<file path="src/hdl/hlg_pkg.sv">
// ----------------------------------------------------------------------------
// hlg_pkg
// Shared types and constants for the streaming Huber loss and gradient block.
// ----------------------------------------------------------------------------
package hlg_pkg;

    localparam int MAX_ELEMENTS = 4096;
    localparam int CNT_W        = 13;
    localparam int SUM_W        = 48;
    localparam int ITER_W       = 6;
    localparam int ADDR_W       = 4;

    localparam logic [1:0] REG_HUBER_DELTA   = 2'd0;
    localparam logic [1:0] REG_ELEMENT_COUNT = 2'd1;
    localparam logic [1:0] REG_BACKWARD_MODE = 2'd2;
    localparam logic [1:0] REG_UPSTREAM_GRAD = 2'd3;

    localparam logic RESULT_LOSS = 1'b0;
    localparam logic RESULT_GRAD = 1'b1;

    typedef struct packed {
        logic signed [15:0] pred_value;
        logic signed [15:0] target_value;
    } t_in_item;

    typedef struct packed {
        logic               result_kind;
        logic [31:0]        loss_mean;
        logic signed [31:0] grad_increment;
    } t_out_item;

    typedef struct packed {
        logic [15:0]        huber_delta;
        logic [CNT_W-1:0]   element_count;
        logic               backward_mode;
        logic signed [15:0] upstream_grad;
    } t_cfg;

endpackage

</file>
<file path="src/hdl/hlg_cfg.sv">
// ----------------------------------------------------------------------------
// hlg_cfg
// APB-style configuration register file.
// ----------------------------------------------------------------------------
module hlg_cfg (
    input  logic                      i_clk,
    input  logic                      i_rst_n,
    input  logic                      psel,
    input  logic                      penable,
    input  logic                      pwrite,
    input  logic [hlg_pkg::ADDR_W-1:0] paddr,
    input  logic [31:0]               pwdata,
    output logic [31:0]               prdata,
    output logic                      pready,
    output hlg_pkg::t_cfg             o_cfg
);
    import hlg_pkg::*;

    t_cfg        r_cfg;
    logic        wr_en;
    logic [1:0]  reg_sel;

    assign pready  = 1'b1;
    assign wr_en   = psel && penable && pwrite;
    assign reg_sel = paddr[3:2];
    assign o_cfg   = r_cfg;

    always_ff @(posedge i_clk) begin
        if (!i_rst_n) begin
            r_cfg.huber_delta   <= 16'd256;
            r_cfg.element_count <= CNT_W'(MAX_ELEMENTS);
            r_cfg.backward_mode <= 1'b0;
            r_cfg.upstream_grad <= 16'sd256;
        end else if (wr_en) begin
            unique case (reg_sel)
                REG_HUBER_DELTA:   r_cfg.huber_delta   <= pwdata[15:0];
                REG_ELEMENT_COUNT: r_cfg.element_count <= pwdata[CNT_W-1:0];
                REG_BACKWARD_MODE: r_cfg.backward_mode <= pwdata[0];
                REG_UPSTREAM_GRAD: r_cfg.upstream_grad <= pwdata[15:0];
                default:           r_cfg               <= r_cfg;
            endcase
        end
    end

    always_comb begin
        unique case (reg_sel)
            REG_HUBER_DELTA:   prdata = {16'd0, r_cfg.huber_delta};
            REG_ELEMENT_COUNT: prdata = {{(32-CNT_W){1'b0}}, r_cfg.element_count};
            REG_BACKWARD_MODE: prdata = {31'd0, r_cfg.backward_mode};
            REG_UPSTREAM_GRAD: prdata = {16'd0, r_cfg.upstream_grad};
            default:           prdata = 32'd0;
        endcase
    end

endmodule

</file>
<file path="src/hdl/hlg_div.sv">
// ----------------------------------------------------------------------------
// hlg_div
// Restoring unsigned divider, one quotient bit per cycle.
// ----------------------------------------------------------------------------
module hlg_div (
    input  logic                      i_clk,
    input  logic                      i_rst_n,
    input  logic                      i_start,
    input  logic [hlg_pkg::SUM_W-1:0]  i_dividend,
    input  logic [hlg_pkg::ITER_W-1:0] i_iters,
    input  logic [hlg_pkg::CNT_W-1:0]  i_divisor,
    output logic                      o_busy,
    output logic [hlg_pkg::SUM_W-1:0]  o_quotient
);
    import hlg_pkg::*;

    logic [SUM_W-1:0]  r_quo;
    logic [CNT_W-1:0]  r_rem;
    logic [ITER_W-1:0] r_cnt;
    logic              r_busy;
    logic [CNT_W:0]    trial;
    logic [CNT_W:0]    diff;
    logic              ge;

    assign trial      = {r_rem, r_quo[SUM_W-1]};
    assign ge         = trial >= {1'b0, i_divisor};
    assign diff       = trial - {1'b0, i_divisor};
    assign o_busy     = r_busy;
    assign o_quotient = r_quo;

    always_ff @(posedge i_clk) begin
        if (!i_rst_n) begin
            r_busy <= 1'b0;
            r_cnt  <= '0;
        end else if (i_start) begin
            r_busy <= 1'b1;
            r_cnt  <= i_iters;
        end else if (r_busy) begin
            r_cnt <= r_cnt - ITER_W'(1);
            if (r_cnt == ITER_W'(1)) begin
                r_busy <= 1'b0;
            end
        end
    end

    always_ff @(posedge i_clk) begin
        if (i_start) begin
            r_quo <= i_dividend;
            r_rem <= '0;
        end else if (r_busy) begin
            r_quo <= {r_quo[SUM_W-2:0], ge};
            r_rem <= ge ? diff[CNT_W-1:0] : trial[CNT_W-1:0];
        end
    end

endmodule

</file>
<file path="src/hdl/huber_loss_with_gradient.sv">
// A forward item that does not close a tensor passes S_MUL and S_ACC and gives no result.
// A closing item gives its mean, and a backward item its gradient, through S_MUL, S_ACC,
// S_DIV and S_OUT into the output register; the next transaction is taken in S_IDLE.
// Items are taken one at a time, through the 48- or 32-step shared divider, and a result
// waits in the sequencer while the output register is held.
// Reset (synchronous, active low) clears the sum, the count, the sequencer and the output
// register, and loads the register defaults.
// ----------------------------------------------------------------------------
// huber_loss_with_gradient
// Streaming Huber loss and gradient with a shared multiplier and divider.
// ----------------------------------------------------------------------------
module huber_loss_with_gradient (
    input  logic                      i_clk,
    input  logic                      i_rst_n,
    input  logic                      i_valid,
    output logic                      o_stall,
    input  hlg_pkg::t_in_item         i_data,
    output logic                      o_valid,
    input  logic                      i_stall,
    output hlg_pkg::t_out_item        o_data,
    input  logic                      psel,
    input  logic                      penable,
    input  logic                      pwrite,
    input  logic [hlg_pkg::ADDR_W-1:0] paddr,
    input  logic [31:0]               pwdata,
    output logic [31:0]               prdata,
    output logic                      pready
);
    import hlg_pkg::*;

    typedef enum logic [2:0] {S_IDLE, S_MUL, S_ACC, S_DIV, S_OUT} t_state;

    t_state             r_state;
    t_cfg               cfg;
    logic signed [16:0] r_d;
    logic [32:0]        r_prod;
    logic               r_neg;
    logic               r_kind;
    logic [SUM_W-1:0]   r_sum;
    logic [CNT_W-1:0]   r_seen;
    logic               r_out_valid;
    t_out_item          r_out;

    logic [CNT_W-1:0]   n_eff;
    logic [16:0]        d_abs17;
    logic [15:0]        d_abs;
    logic signed [16:0] ug_ext;
    logic [16:0]        ug_abs;
    logic               quad;
    logic [15:0]        op_a;
    logic [16:0]        op_b;
    logic [32:0]        prod;
    logic [SUM_W:0]     sum_ext;
    logic [SUM_W-1:0]   sum_sat;
    logic               last_item;
    logic               div_start;
    logic [SUM_W-1:0]   div_dividend;
    logic [ITER_W-1:0]  div_iters;
    logic               div_busy;
    logic [SUM_W-1:0]   quo;
    logic [31:0]        grad_mag;
    t_out_item          n_out;
    logic               out_free;

    hlg_cfg u_cfg (
        .i_clk   (i_clk),
        .i_rst_n (i_rst_n),
        .psel    (psel),
        .penable (penable),
        .pwrite  (pwrite),
        .paddr   (paddr),
        .pwdata  (pwdata),
        .prdata  (prdata),
        .pready  (pready),
        .o_cfg   (cfg)
    );

    hlg_div u_div (
        .i_clk      (i_clk),
        .i_rst_n    (i_rst_n),
        .i_start    (div_start),
        .i_dividend (div_dividend),
        .i_iters    (div_iters),
        .i_divisor  (n_eff),
        .o_busy     (div_busy),
        .o_quotient (quo)
    );

    assign o_stall = (r_state != S_IDLE);
    assign o_valid = r_out_valid;
    assign o_data  = r_out;

    always_comb begin
        priority if (cfg.element_count == '0) begin
            n_eff = CNT_W'(1);
        end else if (cfg.element_count > CNT_W'(MAX_ELEMENTS)) begin
            n_eff = CNT_W'(MAX_ELEMENTS);
        end else begin
            n_eff = cfg.element_count;
        end
    end

    // Shared multiplier: the Huber term in forward mode, |clip(d)| * |grad| otherwise.
    always_comb begin
        d_abs17 = r_d[16] ? 17'(-r_d) : 17'(r_d);
        d_abs   = d_abs17[15:0];
        ug_ext  = {cfg.upstream_grad[15], cfg.upstream_grad};
        ug_abs  = ug_ext[16] ? 17'(-ug_ext) : 17'(ug_ext);
        quad    = d_abs <= cfg.huber_delta;
        if (cfg.backward_mode) begin
            op_a = quad ? d_abs : cfg.huber_delta;
            op_b = ug_abs;
        end else begin
            op_a = quad ? d_abs : cfg.huber_delta;
            op_b = quad ? {1'b0, d_abs} : ({d_abs, 1'b0} - {1'b0, cfg.huber_delta});
        end
        prod = 33'(op_a) * 33'(op_b);
    end

    always_comb begin
        sum_ext   = {1'b0, r_sum} + (SUM_W+1)'(r_prod[32:1]);
        sum_sat   = sum_ext[SUM_W] ? {SUM_W{1'b1}} : sum_ext[SUM_W-1:0];
        last_item = ({1'b0, r_seen} + (CNT_W+1)'(1)) >= {1'b0, n_eff};
        div_start = (r_state == S_ACC) && (cfg.backward_mode || last_item);
        if (cfg.backward_mode) begin
            div_dividend = {r_prod[31:0], 16'd0};
            div_iters    = ITER_W'(32);
        end else begin
            div_dividend = sum_sat;
            div_iters    = ITER_W'(SUM_W);
        end
    end

    always_comb begin
        grad_mag = quo[31:0];
        n_out    = '0;
        if (r_kind == RESULT_GRAD) begin
            n_out.result_kind    = RESULT_GRAD;
            n_out.grad_increment = r_neg ? -grad_mag : grad_mag;
        end else begin
            n_out.result_kind = RESULT_LOSS;
            n_out.loss_mean   = (quo[SUM_W-1:32] != '0) ? 32'hFFFF_FFFF : quo[31:0];
        end
        out_free = !r_out_valid || !i_stall;
    end

    always_ff @(posedge i_clk) begin
        if (!i_rst_n) begin
            r_state     <= S_IDLE;
            r_sum       <= '0;
            r_seen      <= '0;
            r_out_valid <= 1'b0;
            r_out       <= '0;
        end else begin
            if (r_state == S_OUT && out_free) begin
                r_out_valid <= 1'b1;
            end else if (r_out_valid && !i_stall) begin
                r_out_valid <= 1'b0;
            end
            unique case (r_state)
                S_IDLE: begin
                    if (i_valid) begin
                        r_state <= S_MUL;
                    end
                end
                S_MUL: begin
                    r_state <= S_ACC;
                end
                S_ACC: begin
                    if (cfg.backward_mode) begin
                        r_kind  <= RESULT_GRAD;
                        r_state <= S_DIV;
                    end else if (last_item) begin
                        r_kind  <= RESULT_LOSS;
                        r_sum   <= '0;
                        r_seen  <= '0;
                        r_state <= S_DIV;
                    end else begin
                        r_sum   <= sum_sat;
                        r_seen  <= r_seen + CNT_W'(1);
                        r_state <= S_IDLE;
                    end
                end
                S_DIV: begin
                    if (!div_busy) begin
                        r_state <= S_OUT;
                    end
                end
                S_OUT: begin
                    if (out_free) begin
                        r_out   <= n_out;
                        r_state <= S_IDLE;
                    end
                end
                default: r_state <= S_IDLE;
            endcase
        end
    end

    always_ff @(posedge i_clk) begin
        if (r_state == S_IDLE && i_valid) begin
            r_d <= {i_data.pred_value[15], i_data.pred_value}
                 - {i_data.target_value[15], i_data.target_value};
        end
        if (r_state == S_MUL) begin
            r_prod <= prod;
            r_neg  <= r_d[16] ^ cfg.upstream_grad[15];
        end
    end

endmodule
</file>
<file path="config.mk">
export PLATFORM = sky130hd
export DESIGN_NAME = huber_loss_with_gradient
export DESIGN_NICKNAME = d
export VERILOG_FILES = /design/src/hdl/hlg_pkg.sv /design/src/hdl/hlg_cfg.sv /design/src/hdl/hlg_div.sv /design/src/hdl/huber_loss_with_gradient.sv
export SDC_FILE = /design/constraint.sdc
export NUM_CORES = 2
export LEC_CHECK = 0
export ABC_CLOCK_PERIOD_IN_PS = 29300
export BUFFER_PORTS_ARGS = -buffer_cell sky130_fd_sc_hd__buf_2
export CAP_MARGIN = 20
export CORE_MARGIN = 5
export CORE_UTILIZATION = 65
export DETAILED_ROUTE_END_ITERATION = 8
export PLACE_DENSITY = 0.88
export SLEW_MARGIN = 20
export SYNTH_ARGS = -nofsm -noshare
export SYNTH_HDL_FRONTEND = slang
export SYNTH_SLANG_ARGS = --single-unit
</file>
<file path="constraint.sdc">
create_clock -name i_clk -period 29.3 [get_ports i_clk]
set_clock_uncertainty 0.2 [all_clocks]
set_input_delay 4.395 -clock i_clk [delete_from_list [all_inputs] [get_ports i_clk]]
set_output_delay 4.395 -clock i_clk [all_outputs]
set_load 0.02 [all_outputs]
</file>
==> results.txt <==
----------------------------------------------------
[Finish]
  Fin nets ... 3787
  Filler Cell Count ... 3134
  Number of antenna diodes ... 0
  Fraction of final layout cells sized beyond drive strength 1 ... 0.0782
  Area Growth Syn to Fin ... 7.77%

[Drt]
  First-iteration detailed-routing DRC count ... 2271
  Routed vias/inst ... 6.22
  Detailed-route DRC error count ... 0
  Final wirelength ... 76300 um
  Routed WL per cell ... 19.8 um
  Vias ... 23900
  Pre-Repair DR Iteration Count ... 6
  Number of nets with antenna violations after routing ... 0

[Timing]
  Slew margin rel. ... 0.268
  Transition time at the pin with the least slew margin ... 1.09 ns
  Upper clock frequency limit ... 82.3 MHz
  Final critical path time including I/O delays and setup ... 12.16 ns
  Final setup vio count ... 0
  Setup TNS after final layout ... 0 ns
  Period Utilization, post-route ... 0.415
  Total count of max-transition violations in the final report ... 0
  Final Hold Vio Count ... 0
  RSZ-0062 raised after global routing ... false

[Placed design]
  Gpl congestion ... 0.982
  I/O Buffers ... 139
  Placed wire-length estimate ... 58600 um

[CTS]
  Hold bufs inserted after CTS ... 0
  Total number of H-tree levels ... 2
  Gates resized, CTS repair ... 0
  Cell at the root of the clock tree ... clkbuf_16
  Clock input transition at the sequential cells of the worst setup and hold paths ... 0.06 ns
  Latest clock arrival within the worst-skew pair ... 0.56 ns
  Clock tree from TritonCTS ... done
  Post-CTS Setup Repair Bufs ... 0
  Clock buffer count from CTS ... 34
  Max Root-Sink Buffers ... 3
  Clk sinks ... 296

[Die]
  Die area ... 46300 um^2
  Ports ... 175
  Die height ... 215 um
  Core area ... 41800 um^2
  Die W ... 215 um
  Placement row count ... 75
  Initial Utilization ... 0.655

[Setup path]
  Kind of cell with the highest combined delay on the critical path ... adder cells
  Max Fanout on Critical Path ... 44
  Length in cells of the worst reg-to-reg path ... 36
  Maximum single-stage delay on the critical path ... 0.86 ns
  Arrival @ worst endpoint ... 12.22 ns
  Crit path buffers/inverters ... 5
  Standard cell with the maximum stage delay on the critical path ... nor2_1
  CP endpoint kind ... register
  Type of the worst setup path ... reg2reg
  Worst Setup Start Kind ... register
  Crit path top cell by count ... fa_1
  Worst Path Required ... 29.36 ns
  Depth of the critical timing path with buffers and inverters included ... 36

[GRT]
  Initial antenna violation count ... 1
  Number of global-route vias before repair ... 24400
  Global-route wire length before repair ... 123000 um
  Overall global routing resource usage ... 0.320
  Met3 Usage GRT ... 0.0552
  Maximum number of pins on one net before global-route repair ... 98
  Global route overflow ... 0
  Global routing usage on met1 ... 0.388
  Global routing usage on met2 ... 0.555
  Grt peak-use layer ... met2

[Yosys]
  Part of the Yosys area used for sequential elements ... 0.253
  Total number of yosys warnings ... 0
  Synth unique cells ... 83
  Synthesized area per cell ... 8.51 um^2
  Post-synthesis sequential element count ... 296
  Syn Inst Count ... 3216
  Mapped cell area ... 27400 um^2
  Primary flip-flop cell chosen by synthesis mapping ... dfxtp_1
  Number of synthesized flops with an enable pin ... 100
  Async S/R FF share, synth ... 0

[Outcome]
  Run status ... completed

[Job]
  Max-capacitance violation count ... 0

[Min path]
  Path category of the worst min-delay check ... reg2reg
  Cell count of the worst hold path ... 2

----------------------------------------------------
worst paths after layout:
check                    end  slack, ns       from
hold / removal     r_sum[22]       0.25  r_sum[22]
hold reg to reg    r_sum[22]       0.25  r_sum[22]
setup reg to reg  r_prod[32]      17.14     r_d[3]
setup / recovery  r_prod[32]      17.14     r_d[3]
cells by family after synthesis:
family                   count (synthesis)  share of synthesized area
AND/OR/NAND/NOR                       1107                      0.189
AO/OA/AOI/OAI                          682                      0.159
buffers and inverters                  473                     0.0685
adder cells (fa/ha/maj)                428                      0.254
flip-flops                             296                      0.253
XOR/XNOR                               174                     0.0557
multiplexers                            54                     0.0205
other                                    2                   0.000274
tightest hold or removal path, stage by stage (launching register included):
cell and delay [ns]:
dfxtp_1 0.31, nand2_1 0.05, nand2_1 0.04
per-layer routing:
layer	vias up	wire (um)
met1	11500	29000
li1	10900	-
met3	276	5900
met2	1170	37300
met4	0	4110
met5	-	0
cell usage after synthesis (22+ instances only):
| cell type | n | area share |
|---|---|---|
| a22oi_1 | 43 | 0.012 |
| xor2_1 | 63 | 0.020 |
| edfxtp_1 | 100 | 0.11 |
| ha_1 | 216 | 0.099 |
| inv_1 | 319 | 0.044 |
| fa_1 | 212 | 0.16 |
| and3_1 | 32 | 0.0073 |
| nor3_1 | 82 | 0.015 |
| mux2i_1 | 46 | 0.017 |
| a21oi_1 | 160 | 0.029 |
| nor2_1 | 207 | 0.028 |
| dfxtp_1 | 196 | 0.14 |
| o21a_1 | 22 | 0.0060 |
| nor2b_1 | 99 | 0.023 |
| or3_1 | 24 | 0.0055 |
| clkbuf_1 | 118 | 0.016 |
| a21o_1 | 53 | 0.015 |
| o21ai_0 | 189 | 0.035 |
| o31ai_1 | 29 | 0.0080 |
| nand2_1 | 442 | 0.061 |
| nand3_1 | 56 | 0.010 |
| a21boi_0 | 63 | 0.017 |
| nand2b_1 | 36 | 0.0082 |
| xnor2_1 | 111 | 0.036 |
| and2_1 | 67 | 0.015 |
through the flow:
stage                     cell area (um^2)  hold WS, ns  std cells  setup slack (ns)  utilization
after floorplan                      27400        0.220       3231             18.90            -
after global placement               28400        0.235       3787             17.91        0.680
after detailed placement             28400        0.238       3787             17.45        0.680
after CTS                            29500        0.247       3849             17.40        0.706
after global routing                 29500        0.277       3849             16.59        0.706
final                                29500        0.249       3849             17.14        0.706
final cells by class:
cell class                 instances  area [um^2]  area share
timing repair buffer             170          931      0.0316
clock inverter                     6         60.1     0.00204
sequential                       296         6930       0.235
clock buffer                      56         1020      0.0345
tap                              539          674      0.0229
multi-input combinational       2462        18700       0.633
inverter                         320         1200      0.0407
state kept, by name (all words and copies together) (netlist names), 3 cells and up:
register and flops:
o_data 65, r_d 17, r_prod 33, r_seen 13, r_state 3, r_sum 48
u_cfg.o_cfg 46, u_div.o_quotient 48, u_div.r_cnt 6, u_div.r_rem 13
cell usage in the layout, fill, tap and decap left out, types with 24 or more instances in the layout:
master     instances
nand3_1           55
clkbuf_16         37
nor2_1           205
a21boi_0          62
edfxtp_1         100
and3_1            32
inv_1            319
a21o_1            53
a21oi_1          160
mux2i_1           46
xnor2_1          111
fa_1             212
a22oi_1           43
xor2_1            63
nand2b_1          36
dfxtp_1          195
nor3_1            81
nor2b_1           98
or3_1             24
buf_2            138
nand2_1          441
o31ai_1           29
ha_1             216
o21ai_0          188
and2_1            67
buf_4             32
Power is left out: the tool's default activity adds up to more than one toggle a clock period on the data nets, which glitch-free logic cannot reach.
